[src/rtl/core/sto_pkg.sv]
`timescale 1ns / 1ps
// ----------------------------------------------------------------------------
// sto_pkg
// Types and constants shared by the sorted timeout queue.
// ----------------------------------------------------------------------------
package sto_pkg;

  localparam int DEFAULT_SLOTS = 16;
  localparam int SLOT_W        = 4;
  localparam int DELAY_W       = 32;
  localparam int COUNT_W       = 16;
  localparam int TIME_W        = 32;
  localparam int IN_DATA_W     = 56;
  localparam int OUT_DATA_W    = 56;

  typedef enum logic [1:0] {
    FUNC_ADD    = 2'd0,
    FUNC_CANCEL = 2'd1,
    FUNC_TICK   = 2'd2
  } func_t;

  typedef enum logic [2:0] {
    RES_ADDED    = 3'd0,
    RES_CANCELED = 3'd1,
    RES_NOT_PEND = 3'd2,
    RES_EXPIRED  = 3'd3,
    RES_NONE_DUE = 3'd4
  } res_t;

  typedef enum logic [4:0] {
    ST_IDLE,
    ST_FIND_RD,
    ST_FIND_CK,
    ST_SHL_RD,
    ST_SHL_WR,
    ST_CALC,
    ST_SCAN_A,
    ST_SCAN_B,
    ST_SCAN_C,
    ST_INS_RD,
    ST_INS_WR,
    ST_INS_PUT,
    ST_HD_A,
    ST_HD_B,
    ST_HD_C,
    ST_EMIT,
    ST_TICK_CK
  } state_t;

endpackage

[src/rtl/core/sorted_timeout_queue_unit.sv]
`timescale 1ns / 1ps
// ----------------------------------------------------------------------------
// sorted_timeout_queue_unit
// Sorted deadline queue for timeouts, kept in two small memories and walked
// by a sequencer around one shared 32-bit compare and one 32-bit adder.
// ----------------------------------------------------------------------------
//  channel  dir  tdata (low bit up)                          tuser   tlast
//  s_       in   slot, delay_ms, counter_value, pad          func    -
//  m_       out  event_slot, now_time, next_compare,         event   last
//                timer_armed, pad                            _res
//
// An add first unlinks the slot when it was pending, then writes the new
// deadline, scans the queue for its place, opens a gap from the tail and
// reloads the head; a cancel unlinks the slot and reloads the head, or goes
// straight to emit when not pending; a tick emits one result per expired
// head, or a none-due result when nothing is due. s_tready is high only in idle, and a
// stalled m_tready holds the emit state. The walk is paced by the order
// memory's single read port and its registered read data.
// Reset: synchronous; clears time, queue length and pending bits. The two
// memories need no clearing pass. Results sit in an output register, so a
// new item is taken while the last result still waits on m_tready.
// ----------------------------------------------------------------------------
module sorted_timeout_queue_unit #(
  parameter int SLOTS = sto_pkg::DEFAULT_SLOTS
) (
  input  logic                           clk,
  input  logic                           rst,
  // slot[3:0], delay_ms[35:4], counter_value[51:36], zero pad[55:52]
  input  logic [sto_pkg::IN_DATA_W-1:0]  s_tdata,
  // func[1:0]
  input  logic [1:0]                     s_tuser,
  input  logic                           s_tvalid,
  output logic                           s_tready,
  // event_slot[3:0], now_time[35:4], next_compare[51:36],
  // timer_armed[52], zero pad[55:53]
  output logic [sto_pkg::OUT_DATA_W-1:0] m_tdata,
  // event_res[2:0]
  output logic [2:0]                     m_tuser,
  output logic                           m_tlast,
  output logic                           m_tvalid,
  input  logic                           m_tready
);
  import sto_pkg::*;

  localparam int IW = (SLOTS > 1) ? $clog2(SLOTS) : 1;  // slot / position index
  localparam int LW = $clog2(SLOTS + 1);                // length, 0..SLOTS

  // deadline per slot, slot per queue position
  logic [TIME_W-1:0] dl_mem  [SLOTS];
  logic [IW-1:0]     ord_mem [SLOTS];

  logic              dl_we, ord_we;
  logic [IW-1:0]     dl_waddr, dl_raddr, ord_waddr, ord_raddr;
  logic [TIME_W-1:0] dl_wdata, dl_rdata;
  logic [IW-1:0]     ord_wdata, ord_rdata;

  always_ff @(posedge clk) begin
    if (dl_we) begin
      dl_mem[dl_waddr] <= dl_wdata;
    end
    dl_rdata <= dl_mem[dl_raddr];
  end

  always_ff @(posedge clk) begin
    if (ord_we) begin
      ord_mem[ord_waddr] <= ord_wdata;
    end
    ord_rdata <= ord_mem[ord_raddr];
  end

  // control state
  state_t             state, state_next;
  logic [LW-1:0]      len, len_next;
  logic [SLOTS-1:0]   pending, pending_next;
  logic [COUNT_W-1:0] now_count, now_count_next, now_epoch, now_epoch_next;
  logic               emitted, emitted_next;
  logic               out_valid, out_valid_next;

  // working registers
  func_t              op, op_next;
  res_t               res, res_next;
  logic [IW-1:0]      s_reg, s_next;
  logic [IW-1:0]      head_slot, head_slot_next;
  logic [TIME_W-1:0]  head_dl, head_dl_next;
  logic [DELAY_W-1:0] delay_reg, delay_next;
  logic [TIME_W-1:0]  d_reg, d_next;
  logic [LW-1:0]      pos, pos_next, idx, idx_next;

  // output register
  res_t               o_res, o_res_next;
  logic [SLOT_W-1:0]  o_slot, o_slot_next;
  logic               o_last, o_last_next;
  logic [TIME_W-1:0]  o_time, o_time_next;
  logic [COUNT_W-1:0] o_cmp, o_cmp_next;
  logic               o_armed, o_armed_next;

  logic [TIME_W-1:0]  now_time;
  logic [TIME_W-1:0]  cmp_a, cmp_b, d_sum;
  logic               cmp_gt;
  logic [LW-1:0]      idx_m1, pos_p1;
  logic [SLOT_W-1:0]  slot_r;
  logic [IW-1:0]      slot_mod;
  logic               out_free;
  state_t             unl_ret;
  func_t              func_in;

  assign now_time = {now_epoch, now_count};

  // shared compare: insert scan against the new deadline, else head against now
  assign cmp_a  = (state == ST_SCAN_C) ? dl_rdata : head_dl;
  assign cmp_b  = (state == ST_SCAN_C) ? d_reg    : now_time;
  assign cmp_gt = cmp_a > cmp_b;

  assign d_sum    = delay_reg + now_time + TIME_W'(1);
  assign idx_m1   = idx - LW'(1);
  assign pos_p1   = pos + LW'(1);
  assign out_free = !out_valid || m_tready;
  assign unl_ret  = (op == FUNC_ADD) ? ST_CALC : ST_HD_A;
  assign func_in  = func_t'(s_tuser);

  // slot number modulo SLOTS, at most eight subtract steps on four bits
  always_comb begin
    slot_r = s_tdata[SLOT_W-1:0];
    for (int k = 0; k < 8; k++) begin
      if (int'(slot_r) >= SLOTS) begin
        slot_r = slot_r - SLOT_W'(SLOTS);
      end
    end
    slot_mod = IW'(slot_r);
  end

  always_comb begin
    state_next     = state;
    len_next       = len;
    pending_next   = pending;
    now_count_next = now_count;
    now_epoch_next = now_epoch;
    emitted_next   = emitted;
    op_next        = op;
    res_next       = res;
    s_next         = s_reg;
    head_slot_next = head_slot;
    head_dl_next   = head_dl;
    delay_next     = delay_reg;
    d_next         = d_reg;
    pos_next       = pos;
    idx_next       = idx;
    o_res_next     = o_res;
    o_slot_next    = o_slot;
    o_last_next    = o_last;
    o_time_next    = o_time;
    o_cmp_next     = o_cmp;
    o_armed_next   = o_armed;
    out_valid_next = out_valid;
    dl_we          = 1'b0;
    dl_waddr       = '0;
    dl_wdata       = '0;
    dl_raddr       = '0;
    ord_we         = 1'b0;
    ord_waddr      = '0;
    ord_wdata      = '0;
    ord_raddr      = '0;
    s_tready       = (state == ST_IDLE);

    if (out_valid && m_tready) begin
      out_valid_next = 1'b0;
    end

    case (state)
      ST_IDLE: begin
        if (s_tvalid) begin
          op_next    = func_in;
          s_next     = slot_mod;
          delay_next = s_tdata[SLOT_W +: DELAY_W];
          pos_next   = '0;
          if (func_in == FUNC_ADD || func_in == FUNC_TICK) begin
            if (now_count > s_tdata[SLOT_W+DELAY_W +: COUNT_W]) begin
              now_epoch_next = now_epoch + COUNT_W'(1);
            end
            now_count_next = s_tdata[SLOT_W+DELAY_W +: COUNT_W];
          end
          case (func_in)
            FUNC_ADD: begin
              res_next = RES_ADDED;
              if (pending[slot_mod]) begin
                pending_next[slot_mod] = 1'b0;
                state_next = ST_FIND_RD;
              end else begin
                state_next = ST_CALC;
              end
            end
            FUNC_CANCEL: begin
              if (pending[slot_mod]) begin
                res_next = RES_CANCELED;
                pending_next[slot_mod] = 1'b0;
                state_next = ST_FIND_RD;
              end else begin
                res_next   = RES_NOT_PEND;
                state_next = ST_EMIT;
              end
            end
            FUNC_TICK: begin
              emitted_next = 1'b0;
              state_next   = ST_TICK_CK;
            end
            default: begin
              state_next = ST_IDLE;  // unused code: no result
            end
          endcase
        end
      end

      // find the slot's queue position
      ST_FIND_RD: begin
        if (pos == len) begin
          state_next = unl_ret;
        end else begin
          ord_raddr  = pos[IW-1:0];
          state_next = ST_FIND_CK;
        end
      end
      ST_FIND_CK: begin
        if (ord_rdata == s_reg) begin
          state_next = ST_SHL_RD;
        end else begin
          pos_next   = pos_p1;
          state_next = ST_FIND_RD;
        end
      end

      // close the gap at pos
      ST_SHL_RD: begin
        if ({1'b0, pos_p1} < {1'b0, len}) begin
          ord_raddr  = pos_p1[IW-1:0];
          state_next = ST_SHL_WR;
        end else begin
          len_next   = len - LW'(1);
          state_next = unl_ret;
        end
      end
      ST_SHL_WR: begin
        ord_we     = 1'b1;
        ord_waddr  = pos[IW-1:0];
        ord_wdata  = ord_rdata;
        pos_next   = pos_p1;
        state_next = ST_SHL_RD;
      end

      ST_CALC: begin
        d_next     = d_sum;
        dl_we      = 1'b1;
        dl_waddr   = s_reg;
        dl_wdata   = d_sum;
        pos_next   = '0;
        state_next = ST_SCAN_A;
      end

      // walk past every entry whose deadline is not later
      ST_SCAN_A: begin
        if (pos == len) begin
          idx_next   = len;
          state_next = (len == LW'(SLOTS)) ? ST_HD_A : ST_INS_RD;
        end else begin
          ord_raddr  = pos[IW-1:0];
          state_next = ST_SCAN_B;
        end
      end
      ST_SCAN_B: begin
        dl_raddr   = ord_rdata;
        state_next = ST_SCAN_C;
      end
      ST_SCAN_C: begin
        if (cmp_gt) begin
          idx_next   = len;
          state_next = (len == LW'(SLOTS)) ? ST_HD_A : ST_INS_RD;
        end else begin
          pos_next   = pos_p1;
          state_next = ST_SCAN_A;
        end
      end

      // open a gap at pos, from the tail down
      ST_INS_RD: begin
        if (idx == pos) begin
          state_next = ST_INS_PUT;
        end else begin
          ord_raddr  = idx_m1[IW-1:0];
          state_next = ST_INS_WR;
        end
      end
      ST_INS_WR: begin
        ord_we     = 1'b1;
        ord_waddr  = idx[IW-1:0];
        ord_wdata  = ord_rdata;
        idx_next   = idx_m1;
        state_next = ST_INS_RD;
      end
      ST_INS_PUT: begin
        ord_we              = 1'b1;
        ord_waddr           = pos[IW-1:0];
        ord_wdata           = s_reg;
        len_next            = len + LW'(1);
        pending_next[s_reg] = 1'b1;
        state_next          = ST_HD_A;
      end

      // reload the head slot and its deadline
      ST_HD_A: begin
        if (len == '0) begin
          state_next = ST_EMIT;
        end else begin
          ord_raddr  = '0;
          state_next = ST_HD_B;
        end
      end
      ST_HD_B: begin
        head_slot_next = ord_rdata;
        dl_raddr       = ord_rdata;
        state_next     = ST_HD_C;
      end
      ST_HD_C: begin
        head_dl_next = dl_rdata;
        state_next   = ST_EMIT;
      end

      ST_EMIT: begin
        if (out_free) begin
          out_valid_next = 1'b1;
          o_res_next     = res;
          o_slot_next    = SLOT_W'(s_reg);
          o_last_next    = (res != RES_EXPIRED) || (len == '0) || cmp_gt;
          o_time_next    = now_time;
          o_cmp_next     = (len != '0) ? head_dl[COUNT_W-1:0] : '0;
          o_armed_next   = (len != '0);
          state_next     = (res == RES_EXPIRED) ? ST_TICK_CK : ST_IDLE;
        end
      end

      ST_TICK_CK: begin
        if (len == '0 || cmp_gt) begin
          if (!emitted) begin
            res_next   = RES_NONE_DUE;
            s_next     = '0;
            state_next = ST_EMIT;
          end else begin
            state_next = ST_IDLE;
          end
        end else begin
          res_next                = RES_EXPIRED;
          s_next                  = head_slot;
          pending_next[head_slot] = 1'b0;
          emitted_next            = 1'b1;
          pos_next                = '0;
          state_next              = ST_SHL_RD;
        end
      end

      default: begin
        state_next = ST_IDLE;
      end
    endcase
  end

  always_ff @(posedge clk) begin
    if (rst) begin
      state     <= ST_IDLE;
      len       <= '0;
      pending   <= '0;
      now_count <= '0;
      now_epoch <= '0;
      emitted   <= 1'b0;
      out_valid <= 1'b0;
    end else begin
      state     <= state_next;
      len       <= len_next;
      pending   <= pending_next;
      now_count <= now_count_next;
      now_epoch <= now_epoch_next;
      emitted   <= emitted_next;
      out_valid <= out_valid_next;
    end
  end

  always_ff @(posedge clk) begin
    op        <= op_next;
    res       <= res_next;
    s_reg     <= s_next;
    head_slot <= head_slot_next;
    head_dl   <= head_dl_next;
    delay_reg <= delay_next;
    d_reg     <= d_next;
    pos       <= pos_next;
    idx       <= idx_next;
    o_res     <= o_res_next;
    o_slot    <= o_slot_next;
    o_last    <= o_last_next;
    o_time    <= o_time_next;
    o_cmp     <= o_cmp_next;
    o_armed   <= o_armed_next;
  end

  assign m_tvalid = out_valid;
  assign m_tuser  = o_res;
  assign m_tlast  = o_last;
  assign m_tdata  = {3'b000, o_armed, o_cmp, o_time, o_slot};

endmodule

[config.mk]
export PLATFORM = sky130hd
export DESIGN_NAME = sorted_timeout_queue_unit
export DESIGN_NICKNAME = d
export VERILOG_FILES = /design/src/rtl/core/sto_pkg.sv /design/src/rtl/core/sorted_timeout_queue_unit.sv
export SDC_FILE = /design/constraint.sdc
export NUM_CORES = 1
export LEC_CHECK = 0
export ABC_AREA = 1
export BUFFER_PORTS_ARGS = -buffer_cell sky130_fd_sc_hd__buf_4
export CORE_MARGIN = 2
export CORE_UTILIZATION = 30
export CTS_CLUSTER_SIZE = 14
export DETAILED_ROUTE_END_ITERATION = 7
export SLEW_MARGIN = 15
export SYNTH_ARGS = -nofsm -noshare
export SYNTH_HDL_FRONTEND = slang
export SYNTH_SLANG_ARGS = --single-unit
[constraint.sdc]
create_clock -name clk -period 7.4 [get_ports clk]
set_input_delay 2.22 -clock clk [delete_from_list [all_inputs] [get_ports clk]]
set_output_delay 2.22 -clock clk [all_outputs]
set_load 0.01 [all_outputs]
==> results of run 1 <==
layer usage:
metal  track usage  wire, um  vias up
met5             0        11        -
met4       0.04250      2042        2
met3       0.02041      5031      121
met2        0.2436     46190      712
met1        0.2012     43500    12450
li1              -         -    12150
area by class of cell:
cell class	count	area, sq um	area share
clock inverters	39	409.1	0.009472
inverters	291	1102	0.02552
well taps	1650	2064	0.04780
flip-flops and latches	848	24500	0.5673
diodes	2	5.005	0.0001159
multi-input cells	2083	11590	0.2684
clock buffers	117	2307	0.05342
repair buffers	159	1206	0.02793
synth_stat cells, types with 2 or more instances:
library cell and n:
a32o_1 6, o21bai_1 7, o221ai_1 8, nand2_2 4
clkinv_1 2, nor2_1 467, or2_2 2, a211oi_1 3
buf_2 52, mux2i_1 21, inv_1 269, or2_0 81
a21oi_1 137, clkbuf_1 83, nand3_1 147, o21a_1 7
or2_1 39, o22ai_1 53, o211ai_1 122, nand4_1 29
a221oi_1 3, ha_1 90, nor2_2 4, o31ai_1 122
dfxtp_1 96, nor3_1 34, o21ai_1 34, fa_1 2
nand3b_1 19, a21o_1 7, nor4_1 7, o311ai_1 2
xor2_1 29, o21ai_0 141, buf_1 6, inv_2 20
edfxtp_1 752, xnor2_1 20, nand2_1 417, nor2_4 3
buf_4 11
through the flow:
step / total power, mW / instances / cell area (sq um) / util / hold WS (ns)
after detailed placement: 8.414 / 5031 / 40470 / 0.3231 / 0.4170
after global routing: 13.15 / 5189 / 43190 / 0.3449 / 0.4438
after global placement: 8.384 / 5031 / 40470 / 0.3231 / 0.4146
final: 12.55 / 5189 / 43190 / 0.3449 / 0.4302
after floorplan: 7.540 / 3375 / 37740 / - / 0.4080
after CTS: 12.62 / 5187 / 43180 / 0.3448 / 0.4314
worst max-delay path: cells and delay by family, from the launching register on:
kind / cells / cell delay [ns]
flip-flops: 1 / 0.35
AO/OA/AOI/OAI: 3 / 1.21
multiplexers: 1 / 0.33
buffers and inverters: 2 / 0.62
AND/OR/NAND/NOR: 11 / 1.53
adder cells (fa/ha/maj): 1 / 0.28
power by group through the flow:
stage               clock, mW  combinational [mW]  sequential [mW]
CTS                      4.29                2.50             5.83
detailed placement          0                2.49             5.93
floorplan                   0                1.74             5.80
global route             4.47                2.83             5.85
finish                   4.21                2.52             5.83
global placement            0                2.46             5.92
kinds of logic after synthesis:
| logic type | count (synthesis) | share of synthesized area |
|---|---|---|
| AO/OA/AOI/OAI | 659 | 0.1097 |
| XOR/XNOR | 49 | 0.01137 |
| adder cells (fa/ha/maj) | 92 | 0.03090 |
| buffers and inverters | 444 | 0.04718 |
| flip-flops | 848 | 0.6493 |
| multiplexers | 21 | 0.005570 |
| other | 1 | 0.00009937 |
| AND/OR/NAND/NOR | 1259 | 0.1458 |
final timing paths:
| path | slack (ns) | end | depth (start not counted) |
|---|---|---|---|
| min reg2reg | 0.43 | head_dl[7] | 0 |
| min | 0.43 | head_dl[7] | 0 |
| max | 2.59 | pos[0] | 18 |
| max reg2reg | 2.59 | pos[0] | 18 |
cells in the final DEF (no fill, tap or decap), drive strengths merged, types with 8 or more instances in the layout:
master    n
edfxtp  752
nor2    475
nand2   422
inv     293
o21ai   175
buf     159
nand3   148
a21oi   138
o31ai   122
o211ai  122
or2     122
clkbuf  117
dfxtp    96
ha       90
o22ai    53
nor3     35
xor2     29
nand4    29
clkinv   26
mux2i    21
xnor2    20
nand3b   19
o221ai    8
==> results.tsv, run 1 <==
stage	metric	value	unit
critical_path	worst r2r src	state[1]	
yosys	Gate Count Post-Synth	3373	
drt	DRC Markers	0	
grt	number of global-route vias before repair	24000	
clock_tree	CTS clk-pin slew, worst paths	0.07	ns
drt	DRT Pass-1 Iters	6	
critical_path	slowest CP cell	a211oi_1	
place	Placement Setup Slack	2.333	ns
sta	Highest Clock Rate	0.2078	GHz
min_path	Hold Crit Class	flop to flop	
critical_path	Critical Path, Cell by Cell	nor2_1 > nand2_1 > nor2_4 > buf_4 > mux2i_1 > ha_1 > nand2_1 > inv_1 > nor2_1 > o21a_1 > nand2_1 > a21oi_1 > nand2_1 > nand2_1 > nand2_1 > nand2_1 > nand2_1 > a211oi_1	
min_path	min-delay src	dl_rdata[7]	
layout	Reg with most FFs	dl_mem	
place	placer congestion estimate	0.9073	
yosys	Seq cells post-synth	848	
critical_path	CP Max Fanout	58	
power	power share of the clock group	0.335	
sta	RSZ-0062 raised after global routing	no	
sta	fin crit period	4.812	ns
clock_tree	CTS sink cnt	848	
drt	number of vias per cell	4.902	
yosys	Yosys cell types	56	
floorplanning	Die Area	128600	sq um
floorplanning	Initial Util	0.3013	
critical_path	critical path launch point type	flop	
grt	initial antenna violation count	5	
sta	Worst Setup Slack, final	2.588	ns
yosys	Synth Area per Inst	11.19	sq um
floorplanning	core area	125200	sq um
sta	Final Max Tran Viols	0	
yosys	area leader, netlist	edfxtp_1	
clock_tree	Post-CTS Setup Bufs	0	
critical_path	CP startpoint	state[1]	
yosys	Ys Warns	0	
layout	Nets	3620	
yosys	top_reg_cell synth	edfxtp_1	
floorplanning	Die X	358.7	um
sta	setup TNS	0	ns
critical_path	critical path class	flop to flop	
drt	via count	25440	
power	switching power	3.827	mW
power	P per Cell Area	290.6	nW/um^2
clock_tree	TritonCTS buffer count	83	
yosys	Synth area leaders	edfxtp_1, dfxtp_1, nor2_1, nand2_1, ha_1	
clock_tree	Resized cells post-CTS	0	
yosys	Netlist Area Pre-Place	37740	sq um
clock_tree	CTS tree	done	
sta	endpoints failing hold	0	
clock_tree	CTS Hold Bufs	0	
grt	first-pass GRT wire length	145300	um
drt	DR iter-0 viols	2538	
clock_tree	H-tree Lvls	3	
grt	largest net degree at the start of global routing	122	
layout	Area Growth Syn to Fin	14.46	%
floorplanning	row count	130	
status	outcome	complete, no violations	
critical_path	slowest stage delay, CP	0.75	ns
power	combinational power share	0.200	
critical_path	CP most frequent cell	nand2_1	
sta	Period Utilization, post-route	0.6502	
drt	drt total wl	96770	um
yosys	top cell type's share of synthesized area	0.5984	
sta	Clock Skews	0.05247	ns
drt	drt wl/cell	18.65	um
floorplanning	chip height	358.7	um
drt	post-detailed-route count of antenna-violating nets	0	
power	Leakage	15.29	nW
sta	final setup fails	0	
power	Pint	8.723	mW
flow_run	Max Cap Viol	0	
grt	grt ovf	0	
power	IR drop worst, VDD	0.1792	mV
layout	fill count	12300	
layout	flip-flop count of the largest register, all copies and words added	512	
layout	Regs by FF count	dl_mem: 512 flops, ord_mem: 64 flops	
critical_path	Worst EP arrival	5.08	ns
clock_tree	Max clock buf depth	3	
place	post-detail-place hpwl	60010	um
grt	Total GRT Usage	0.1473	
sta	Slew HR	0.2873	
power	Sw Ratio	0.3049	
power	sequential share of power	0.464	
layout	layout cells sized above 1	0.09697	
place	IO buf count	116	
critical_path	Critical Path Sink Type	flop	
critical_path	CP Data Required Time	7.67	ns
yosys	Async SR Flop Fraction	0	
clock_tree	Root Buffer	clkbuf_16	
yosys	EDFF count, synth	752	
yosys	sequential-to-total area share from yosys stat	0.6493	
clock_tree	Worst-Skew Late Latency	0.66	ns
floorplanning	IO Count	124	
sta	slew at the pin closest to its max-slew limit	1.069	ns
Power figures use the tool's default switching activity.
==> run 2, diff against run 1 <==
==> constraint.sdc (replaced) <==
create_clock -name clk -period 3.9 [get_ports clk]
set_input_delay 1.17 -clock clk [delete_from_list [all_inputs] [get_ports clk]]
set_output_delay 1.17 -clock clk [all_outputs]
set_load 0.01 [all_outputs]
==> results.tsv, run 2 (synthesized netlist as in run 1, its figures left out) <==
stage	metric	value	unit	change
floorplanning	IO Count	124		unchanged
critical_path	critical path class	flop to flop		
sta	Clock Skews	0.03733	ns	-0.01514 ns
sta	slew at the pin closest to its max-slew limit	1.076	ns	+0.006594 ns
critical_path	slowest CP cell	dfxtp_1		
layout	fill count	12280		-0.18%
layout	fin area	43810	sq um	+1.4%
layout	Area Growth Syn to Fin	16.10	%	
sta	fin crit period	3.608	ns	-1.204 ns
sta	Worst Setup Slack, final	0.2919	ns	-2.296 ns
floorplanning	Die Area	128600	sq um	unchanged
place	post-detail-place hpwl	62900	um	+4.8%
grt	first-pass GRT wire length	148800	um	+2.4%
drt	DRC Markers	0		unchanged
sta	Period Utilization, post-route	0.9252		+0.2749
place	placed inst area	41010	sq um	+1.3%
min_path	Hold Crit Class	flop to flop		
sta	endpoints failing hold	0		unchanged
sta	setup TNS	0	ns	unchanged
place	placer congestion estimate	0.9302		+2.5%
power	P per Cell Area	549.6	nW/um^2	+89%
critical_path	critical path launch point type	flop		
drt	DRT Pass-1 Iters	5		-1
grt	Total GRT Usage	0.1503		+0.003013
drt	drt wl/cell	18.86	um	+1.1%
floorplanning	Die X	358.7	um	unchanged
sta	final setup fails	0		unchanged
clock_tree	Max clock buf depth	3		unchanged
floorplanning	core area	125200	sq um	unchanged
floorplanning	chip height	358.7	um	unchanged
layout	commonest non-fill, non-tap cell in the layout	edfxtp_1		
layout	Regs by FF count	dl_mem: 512 flops, ord_mem: 64 flops		
clock_tree	Worst-Skew Late Latency	0.64	ns	-0.02 ns
critical_path	CP Data Required Time	4.26	ns	-3.41 ns
layout	Reg with most FFs	dl_mem		
drt	via count	25610		+0.67%
drt	drt total wl	98750	um	+2.0%
layout	leading cell types in the layout, fill and taps excluded	edfxtp_1, nor2_1, nand2_1		
layout	n_diodes	0		-2
grt	grt ovf	0		unchanged
clock_tree	CTS clk-pin slew, worst paths	0.06	ns	about the same
grt	initial antenna violation count	1		-4
critical_path	CP most frequent cell	nand2_1		
power	IR drop worst, VDD	0.2728	mV	+52%
sta	RSZ-0062 raised after global routing	no		
critical_path	Critical Path Sink Type	flop		
layout	layout cells sized above 1	0.1121		+0.01513
critical_path	Worst EP arrival	3.96	ns	-1.12 ns
clock_tree	H-tree Lvls	3		unchanged
layout	Nets	3673		+1.5%
flow_run	Max Cap Viol	0		unchanged
place	Placement Setup Slack	0.02582	ns	-2.307 ns
clock_tree	TritonCTS buffer count	84		+1.2%
drt	number of vias per cell	4.890		-0.24%
layout	flip-flop count of the largest register, all copies and words added	512		unchanged
critical_path	CP Max Fanout	36		-38%
sta	Slew HR	0.2803		-0.007045
status	outcome	complete, no violations		
grt	number of global-route vias before repair	24480		+2.0%
sta	Final Max Tran Viols	0		unchanged
drt	DR iter-0 viols	2394		-5.7%
critical_path	Critical Path, Cell by Cell	nor2_1 > nand2_2 > nor2_4 > buf_12 > mux2i_1 > ha_1 > nand2_1 > inv_1 > nor2_1 > o21a_1 > nand2_1 > a21oi_2 > buf_4 > nand2_1 > nand2_2 > nand2_1 > nand2_1 > nand2_1 > a211oi_2 > buf_4		
drt	post-detailed-route count of antenna-violating nets	0		unchanged
floorplanning	row count	130		unchanged
clock_tree	Root Buffer	clkbuf_16		
power	Leakage	15.65	nW	+2.4%
sta	Highest Clock Rate	0.2772	GHz	+33%
floorplanning	Initial Util	0.3013		unchanged
clock_tree	CTS tree	done		
grt	largest net degree at the start of global routing	121		-0.82%
place	IO buf count	116		unchanged
clock_tree	CTS sink cnt	848		unchanged
critical_path	slowest stage delay, CP	0.34	ns	-0.41 ns
run 2: stage by stage:
step	total power, mW	cells	hold slack, ns	utilization
floorplan	14.31	3375	0.4080	-
global placement	16.05	5082	0.4160	0.3274
detailed placement	16.09	5082	0.4194	0.3274
CTS	24.21	5235	0.4269	0.3496
global route	25.24	5236	0.4472	0.3498
finish	24.08	5236	0.4341	0.3498
run 2: power breakdown:
group	switching [mW]	leakage, nW	internal (mW)
Combinational	3.37	6.62	1.59
Sequential	0.416	7.69	10.6
Clock	3.37	1.35	4.72
run 2: final timing paths:
path,from,to,slack (ns),depth (start not counted)
min reg2reg,dl_rdata[13],head_dl[13],0.43,0
max,state[0],pos[3],0.29,20
min,dl_rdata[13],head_dl[13],0.43,0
max reg2reg,state[0],pos[3],0.29,20
run 2: layout make-up:
cell class,instances,area (sq um),share of cell area
clock buffers,122,2419,0.05520
inverters,291,1102,0.02516
clock inverters,31,355.3,0.008111
multi-input cells,2083,11620,0.2652
well taps,1650,2064,0.04712
flip-flops and latches,848,24500,0.5593
repair buffers,211,1750,0.03995
run 2: metal layers:
| layer | track usage | routed length (um) | share of wire | vias to the layer above |
|---|---|---|---|---|
| met5 | 0 | 0 | 0 | - |
| met4 | 0.04125 | 2185 | 0.022 | 0 |
| met3 | 0.02218 | 5503 | 0.056 | 139 |
| met2 | 0.2452 | 46370 | 0.47 | 743 |
| met1 | 0.2081 | 44680 | 0.45 | 12450 |
| li1 | - | - | - | 12270 |
run 2: repair_timing:
item	CTS	global route
hold buffers	0	0
endpoints found under the setup margin	1	52
buffers inserted	0	0
gates resized for setup	1	8
cloned	0	0
pin swaps	0	0
run 2: worst max-delay path: cells and delay by family (launching register included):
kind | cells | cell delay [ns]
multiplexers | 1 | 0.22
adder cells (fa/ha/maj) | 1 | 0.26
AND/OR/NAND/NOR | 11 | 1.40
buffers and inverters | 4 | 0.59
AO/OA/AOI/OAI | 3 | 0.48
flip-flops | 1 | 0.34
